[src/sv/htc_pkg.sv]
// Shared types and constants of the Huffman tree table codec.
package htc_pkg;

	localparam int NUM_SYMBOLS     = 256;
	localparam int NUM_NODES       = 511;
	localparam int MAX_CODE_LENGTH = 64;

	localparam int NODE_W = 9;
	localparam int SYM_W  = 8;
	localparam int LEN_W  = $clog2(MAX_CODE_LENGTH + 1);

	// command queue between front and back
	localparam int CQ_DEPTH = 4;
	localparam int CQ_AW    = $clog2(CQ_DEPTH);

	localparam logic [NODE_W-1:0] ROOT_IDX  = NODE_W'(NUM_NODES - 1);
	localparam logic [NODE_W-1:0] NODES_LIM = NODE_W'(NUM_NODES);
	localparam logic [NODE_W-1:0] SYMS_LIM  = NODE_W'(NUM_SYMBOLS);
	localparam logic [LEN_W-1:0]  LEN_MAX   = LEN_W'(MAX_CODE_LENGTH);

	// input action codes
	typedef enum logic [1:0] {
		ACT_WRITE  = 2'd0,
		ACT_ENCODE = 2'd1,
		ACT_DECODE = 2'd2
	} action_t;

	// result kinds
	typedef enum logic [1:0] {
		KIND_BIT = 2'd0,
		KIND_SYM = 2'd1,
		KIND_ERR = 2'd2
	} kind_t;

	// classified commands handed from front to back
	typedef enum logic [1:0] {
		CMD_WRITE  = 2'd0,
		CMD_ENCODE = 2'd1,
		CMD_DECODE = 2'd2,
		CMD_ERROR  = 2'd3
	} cmd_op_t;

	// one node table entry
	typedef struct packed {
		logic [NODE_W-1:0] left;
		logic [NODE_W-1:0] right;
		logic [NODE_W-1:0] parent;
		logic              branch;
	} node_t;

	typedef struct packed {
		cmd_op_t           op;
		logic [NODE_W-1:0] addr;
		node_t             node;
		logic              coded;
	} cmd_t;

	typedef struct packed {
		kind_t            kind;
		logic             bit_out;
		logic [SYM_W-1:0] symbol_out;
		logic             last;
	} res_t;

endpackage

[src/sv/htc_front.sv]
// Input side: classifies transactions and queues them as commands.
module htc_front import htc_pkg::*; (
	input  logic              clk,
	input  logic              arst_n,
	input  logic              push,
	output logic              full,
	input  logic [1:0]        action,
	input  logic [NODE_W-1:0] node_index,
	input  logic [NODE_W-1:0] left_child,
	input  logic [NODE_W-1:0] right_child,
	input  logic [NODE_W-1:0] parent_index,
	input  logic              branch_bit,
	input  logic [SYM_W-1:0]  symbol_in,
	input  logic              coded_bit,
	input  logic              cmd_pop,
	output logic              cmd_valid,
	output cmd_t              cmd
);

	cmd_t             q_q [CQ_DEPTH];
	logic [CQ_AW-1:0] wr_q, rd_q;
	logic [CQ_AW:0]   cnt_q;
	cmd_t             cls;
	logic             keep;
	logic             enq, deq;

	// classify: drop unknown actions and out-of-range writes
	always_comb begin
		cls.op          = CMD_WRITE;
		cls.addr        = node_index;
		cls.node.left   = left_child;
		cls.node.right  = right_child;
		cls.node.parent = parent_index;
		cls.node.branch = branch_bit;
		cls.coded       = coded_bit;
		keep            = 1'b0;
		unique case (action)
			ACT_WRITE: begin
				cls.op = CMD_WRITE;
				keep   = (node_index < NODES_LIM);
			end
			ACT_ENCODE: begin
				cls.addr = NODE_W'(symbol_in);
				cls.op   = (NODE_W'(symbol_in) < SYMS_LIM) ? CMD_ENCODE : CMD_ERROR;
				keep     = 1'b1;
			end
			ACT_DECODE: begin
				cls.op = CMD_DECODE;
				keep   = 1'b1;
			end
			default: keep = 1'b0;
		endcase
	end

	assign full      = (cnt_q == (CQ_AW+1)'(CQ_DEPTH));
	assign cmd_valid = (cnt_q != '0);
	assign cmd       = q_q[rd_q];
	assign enq       = push && !full && keep;
	assign deq       = cmd_pop && cmd_valid;

	// queue storage
	always_ff @(posedge clk) begin
		if (enq) begin
			q_q[wr_q] <= cls;
		end
	end

	// queue pointers and fill count
	always_ff @(posedge clk or negedge arst_n) begin
		if (!arst_n) begin
			wr_q  <= '0;
			rd_q  <= '0;
			cnt_q <= '0;
		end else begin
			if (enq) begin
				wr_q <= wr_q + 1'b1;
			end
			if (deq) begin
				rd_q <= rd_q + 1'b1;
			end
			cnt_q <= cnt_q + (CQ_AW+1)'(enq) - (CQ_AW+1)'(deq);
		end
	end

endmodule

[config.mk]
export PLATFORM = sky130hd
export DESIGN_NAME = htc_front
export DESIGN_NICKNAME = d
export VERILOG_FILES = /design/src/sv/htc_pkg.sv /design/src/sv/htc_front.sv
export SDC_FILE = /design/constraint.sdc
export NUM_CORES = 1
export LEC_CHECK = 0
export ABC_AREA = 1
export BUFFER_PORTS_ARGS = -buffer_cell sky130_fd_sc_hd__buf_2
export CORE_AREA = 5 5 121 151
export DETAILED_ROUTE_END_ITERATION = 16
export DIE_AREA = 0 0 126 156
export GPL_ROUTABILITY_DRIVEN = 0
export HOLD_SLACK_MARGIN = 0.02
export SETUP_SLACK_MARGIN = 0.02
export SLEW_MARGIN = 25
export SYNTH_ARGS = -nofsm -noshare
export SYNTH_HDL_FRONTEND = slang
export SYNTH_SLANG_ARGS = --single-unit
[constraint.sdc]
create_clock -name clk -period 9.35 [get_ports clk]
set_input_delay 1.87 -clock clk [delete_from_list [all_inputs] [get_ports clk]]
set_output_delay 1.87 -clock clk [all_outputs]
set_load 0.005 [all_outputs]
Word level (Yosys, flattened, before mapping) --
Memory sizes are Yosys's and may differ from the RTL's. Index checks and enable logic that the tools add are counted.
Cells by class: equality and inequality tests 3, order comparisons 1, reduce and logical (&&, ||, !) cells 7, shift-type cells 0, mux-type cells 5, add/sub/neg operators 4, $mul 0, divide/modulo/power cells 0, bitwise operators 0
Operators by type and width (count):
- 9-bit less-than comparator, second input constant | 1
- 9-bit two-way mux | 1
- 2-bit by 1-bit adder with 2-bit output, second input constant | 2
- 2-bit one-hot mux with 2 select lines | 1
- 3-bit by 1-bit adder with 3-bit output | 1
- 3-bit == test, second input constant | 1
- 1-bit logical AND | 3
- 3-bit nonzero test | 1
- 3-bit by 1-bit subtractor with 3-bit output | 1
- 2-bit by 1-bit == test with 1-bit output, second input constant | 1
- 2-bit == test, second input constant | 1
- 2-bit zero test | 1
- 1-bit two-way mux | 2
- 1-bit one-hot mux with 2 select lines | 1
- 2-bit OR reduction | 1
- 1-bit zero test | 1
Storage, ports and cells: bits in latches 0, bits in writable memories 160, memory bits (read-only) 0, memories kept 1, output and inout port bits 42, logic and storage cells 24, bits in registers 7
Memory list:
- q_q | words 4, bits a word 40, rd ports 1, clocked after memory_dff 0, wr ports 1, RTL line htc_front.sv:20 | cmd_t q_q [CQ_DEPTH];

Longest topological paths before layout --
word-level depth 6, mapped depth 11

Least setup slack after synthesis --
No wires, ideal clock.
kind input to register, start point input port action[0], end point memory q_q[0][0] (netlist bit), enable pin, required time 8.913 ns, stages 4, setup slack 4.776 ns, arrival time 4.137 ns, cell sequence ha_1 -> nor3b_4 -> nand2_4 -> nor2_1
On the way: cells in the longest elaborated chain, start to end 6
RTL lines:
- start: declaration | RTL line htc_front.sv:7 | input logic [1:0] action,
- 2-bit == test / 2-bit by 1-bit == test with 1-bit output (equally long branches) | RTL line htc_front.sv:37 | unique case (action)
- 2-bit OR reduction (no source line)
- 1-bit one-hot mux with 2 select lines (*) | RTL line htc_front.sv:37
- 1-bit logical AND (*) | RTL line htc_front.sv:58 | assign enq = push && !full && keep;
- 1-bit two-way mux (*) | RTL line htc_front.sv:63 | if (enq) begin
- 1-bit two-way mux (implied by the code) (*) | RTL line htc_front.sv:64 | q_q[wr_q] <= cls;
- end: declaration | RTL line htc_front.sv:20
Mark *: on every way between the ends. The rest lies on a longest branch, timed or not.

==> flow_results.org <==
** CTS
- # H-tree levels :: 4
- Clock tree from TritonCTS :: built
- Number of buffers on the longest clock path :: 2
- Post-cts hold buffer count :: 0
- After clock tree synthesis, the clock-pin slew on the worst setup and hold paths is 0.06 ns.
- Number of gates resized after CTS :: 0
- Clock tree synthesis found a total of 167 sinks.
- Clock tree synthesis selected as its root buffer the cell sky130_fd_sc_hd__clkbuf_16.
- CTS buffer count :: 17
- For the worst-skew pair, the clock arrives at the later sink with an insertion delay of 0.41 ns.
- Buffers added to address setup during post-CTS repair amount to 0.

** Floorplan
- Die width :: 126 um
- Ports :: 94
- Starting density of the core :: 0.3905
- The die is 156 um tall.
- Die area :: 0.01966 mm^2
- Cell Rows :: 53
- The floorplan step defined a core boundary enclosing 0.01671 mm^2.

** Timing
- Final hold violation count :: 0
- The clock arrives with 0.01116 ns of skew.
- The number of pins with negative max-slew slack in the final report was 0.
- In the finished design, the share of the clock period the worst path needs comes to 0.4584.
- Setup violations remaining at the end of the flow were counted as 0.
- For the pin with the worst max-slew slack, the measured transition is 0.8160 ns.
- Headroom to the max-slew limit came out at 0.4560.
- Counting I/O delays and the setup requirement, the final critical path takes 4.286 ns.
- For this run, the top clock speed supported by timing is 233.3 MHz.
- Setup repair after global routing left no endpoint under its margin.
- Setup TNS :: 0 ns
- Once routing completed, OpenROAD measured the worst setup slack at 5.064 ns.

** Outcome
- The run finished with clean final reports.

** Pwr
- Combinational share of power :: 0.310
- The share of total power dissipated in sequential elements is 0.417.
- Sw Share :: 0.3326
- For this design the total switching power over the nets is 747.5 uW.
- The internal power of the cells totals 1.500 mW.
- Power density cells :: 289.4 mW/mm^2
- Worst voltage drop across the vdd grid :: 128.5 uV
- Summed over all cells, the static leakage comes to 2.752 nW.
- Clock Power Share :: 0.273
- Total power :: 2.248 mW

** Synthesis
- For this run, the leading register cell type out of synthesis is sky130_fd_sc_hd__edfxtp_1.
- Synth warnings :: 0
- Main combinational cell family by area after synthesis :: compound AO/OA/AOI/OAI gates
- In the post-synthesis netlist, the biggest area contributors are sky130_fd_sc_hd__edfxtp_1 74%, sky130_fd_sc_hd__o21ai_0 5.6%, sky130_fd_sc_hd__nor2_1 5.1%, sky130_fd_sc_hd__o22ai_1 3.8%, sky130_fd_sc_hd__dfrtp_1 2.7%.
- Averaged over all synthesized cells, the footprint is 14.16 um^2.
- In the synthesized netlist, the number of instances is 461.
- Yosys mapped a number of flops with a built-in enable equal to 160.
- Measured against the total synthesized area, the mux share comes to 0.01380.
- Share of synthesized registers carrying an async set or reset :: 0.04192
- Dominant cell by count in the synthesized netlist :: sky130_fd_sc_hd__edfxtp_1
- When the netlist entered floorplanning its net count stood at 524.
- The share of synthesized area in the top cell type comes to 0.7362.
- In this run, synthesis produced a sequential element count of 167.
- After synthesis, the most frequently instantiated cells are 160 x sky130_fd_sc_hd__edfxtp_1, 88 x sky130_fd_sc_hd__nor2_1, 73 x sky130_fd_sc_hd__o21ai_0.
- Library cell occupying the most area in the post-synthesis netlist :: sky130_fd_sc_hd__edfxtp_1
- Basic-gate share of the synthesized area counting and, or, nand and nor cells :: 0.06748
- Of the total synthesized cell area, the portion taken by full adders, half adders and majority gates is 0.02224.
- Netlist area before placement :: 0.006526 mm^2
- Share of the synthesized area in compound gates (AO/OA/AOI/OAI) :: 0.1014
- The synthesized netlist contains 24 unique library cells.
- XOR/XNOR Fraction of Synth Area :: 0.004026
- The share of the Yosys chip area taken by registers is 0.7630.

** Placement
- Including well taps, the total number of placed cells is 756.
- Setup Slack @ Placement :: 5.453 ns
- Dpl hpwl :: 8.183 mm
- Port Buf Inserts :: 93

** Global routing
- The number of global-route vias before repair is 3973.
- Global-route wire length before repair :: 20.96 mm
- Initial antenna violation count :: 1
- After global routing the overflow that remains totals 0.
- Across every metal layer, demand over resource in global routing totals 0.1376.
- Entering global routing, the biggest net connects 83 pins.

** Final layout
- Of the cells placed in the final design, the portion with a size suffix greater than 1 is 0.2658.
- Filler Cell Count :: 1514
- Total Nets Final :: 618
- Excluding fillers, the count of instances in the completed layout stands at 788.
- The number of antenna diodes in the final layout is 0.
- Synth-to-layout area growth :: 19.00%

** Worst hold path
- The min-delay analysis places its worst path in the category reg -> reg.

** Route
- Overall via count from detail_route :: 3939
- After detailed routing, the total wire length is 13.53 mm.
- In the routed design, unresolved DRC markers number 0.
- For this block, the initial DRC count from the detailed router was 290.
- Vias per inst :: 4.999
- Detailed Routing Iterations Pass 1 :: 4
- In the final routed layout, each cell accounts on average for 17.17 um.
- The count of nets left with antenna violations once routing finished came out at 0.

** Setup path
- Start-to-end type of the worst setup path :: reg -> out
- In this run the worst setup path terminates at cmd[2].
- The number of cells on the worst reg-to-reg path is 10.
- Reg2Reg Setup Slack :: 7.22 ns
- Of all nets on the critical path, the largest fanout is 41.
- R2R Path Start :: cnt_q[1]
- Required time of the critical path :: 7.48 ns
- Critical Path Source :: rd_q[1]
- STA classifies the critical path endpoint as a primary output.
- For the worst setup path, the data arrival time is 2.42 ns.
- Setup crit start kind :: flop
- Worst reg2reg endpoint :: cnt_q[2]

** Job
- Across the run, the number of max-cap violations was 0.
-- cell usage in the layout (no fill, tap or decap), drive strengths merged --
cell,synthesis,routed
fa,1,1
nand2,16,16
clkbuf,10,18
clkinv,0,7
nor2,89,89
inv,16,19
buf,16,101
a21boi,1,1
nand3,3,3
edfxtp,160,160
o22ai,40,40
dfrtp,7,7
mux2,8,8
xor2,2,2
ha,10,10
xnor2,1,1
o21ai,80,80
nor3b,1,1
clkinvlp,0,4
-- worst max-delay path, cell delays in order, from the launching register on --
cell	delay [ns]
sky130_fd_sc_hd__dfrtp_1	0.36
sky130_fd_sc_hd__buf_4	0.27
sky130_fd_sc_hd__inv_1	0.50
sky130_fd_sc_hd__buf_4	0.38
sky130_fd_sc_hd__o21ai_0	0.14
sky130_fd_sc_hd__o22ai_1	0.20
sky130_fd_sc_hd__buf_2	0.16
-- through the flow --
step | instance area (um^2) | util | hold WS (ns)
global route | 7766 | 0.4647 | 0.5827
floorplan | 6526 | - | 0.4912
finish | 7766 | 0.4647 | 0.5353
detailed placement | 7236 | 0.4330 | 0.5281
global placement | 7236 | 0.4330 | 0.5163
CTS | 7766 | 0.4647 | 0.5444
-- registers in the layout, indices dropped and copies added, names as in the netlist --
| name | flops |
|---|---|
| cnt_q | 3 |
| q_q | 160 |
| rd_q | 2 |
| wr_q | 2 |
-- final cells by class --
cell class,instances,area [um^2],area share
Clock buffer,18,429.2,0.05526
Clock inverter,14,101.3,0.01305
Inverter,16,60.06,0.007733
Multi-Input combinational cell,252,1394,0.1795
Sequential cell,167,4981,0.6414
Tap cell,220,275.3,0.03544
Timing Repair Buffer,101,525.5,0.06767
-- worst min-delay path by stage --
stage | from | endpoint | slack (ns) | cells after the start
after floorplan | wr_q[1] | wr_q[1] | 0.49 | 2
after global placement | wr_q[1] | wr_q[1] | 0.52 | 2
after detailed placement | wr_q[1] | wr_q[1] | 0.53 | 2
after CTS | wr_q[1] | wr_q[1] | 0.54 | 2
after global routing | wr_q[1] | wr_q[1] | 0.58 | 2
final | wr_q[1] | wr_q[1] | 0.54 | 2
-- cells by family after synthesis --
family	count (synthesis)
AOI/OAI and AO/OA	121
muxes	8
and+or+nand+nor	109
adders and majority gates	11
buffers and inverters	42
DFF	167
xor gates and xnor gates	3
-- power groups by stage --
stage / Sequential, mW / Clock, mW / Combinational (mW)
final: 0.938 / 0.613 / 0.696
after global routing: 0.944 / 0.657 / 0.790
after CTS: 0.939 / 0.627 / 0.718
after detailed placement: 0.954 / 0 / 0.715
after global placement: 0.951 / 0 / 0.703
after floorplan: 0.952 / 0 / 0.428
-- metal layers --
layer / track usage / vias to the layer above / part of all wire
met4: 0.05314 / 2 / 0.014
li1: - / 1888 / -
met2: 0.2437 / 79 / 0.53
met1: 0.1577 / 1953 / 0.41
met3: 0.03938 / 17 / 0.044
met5: 0 / - / 0.00052
Note: power is estimated with default switching activity, not from simulation.
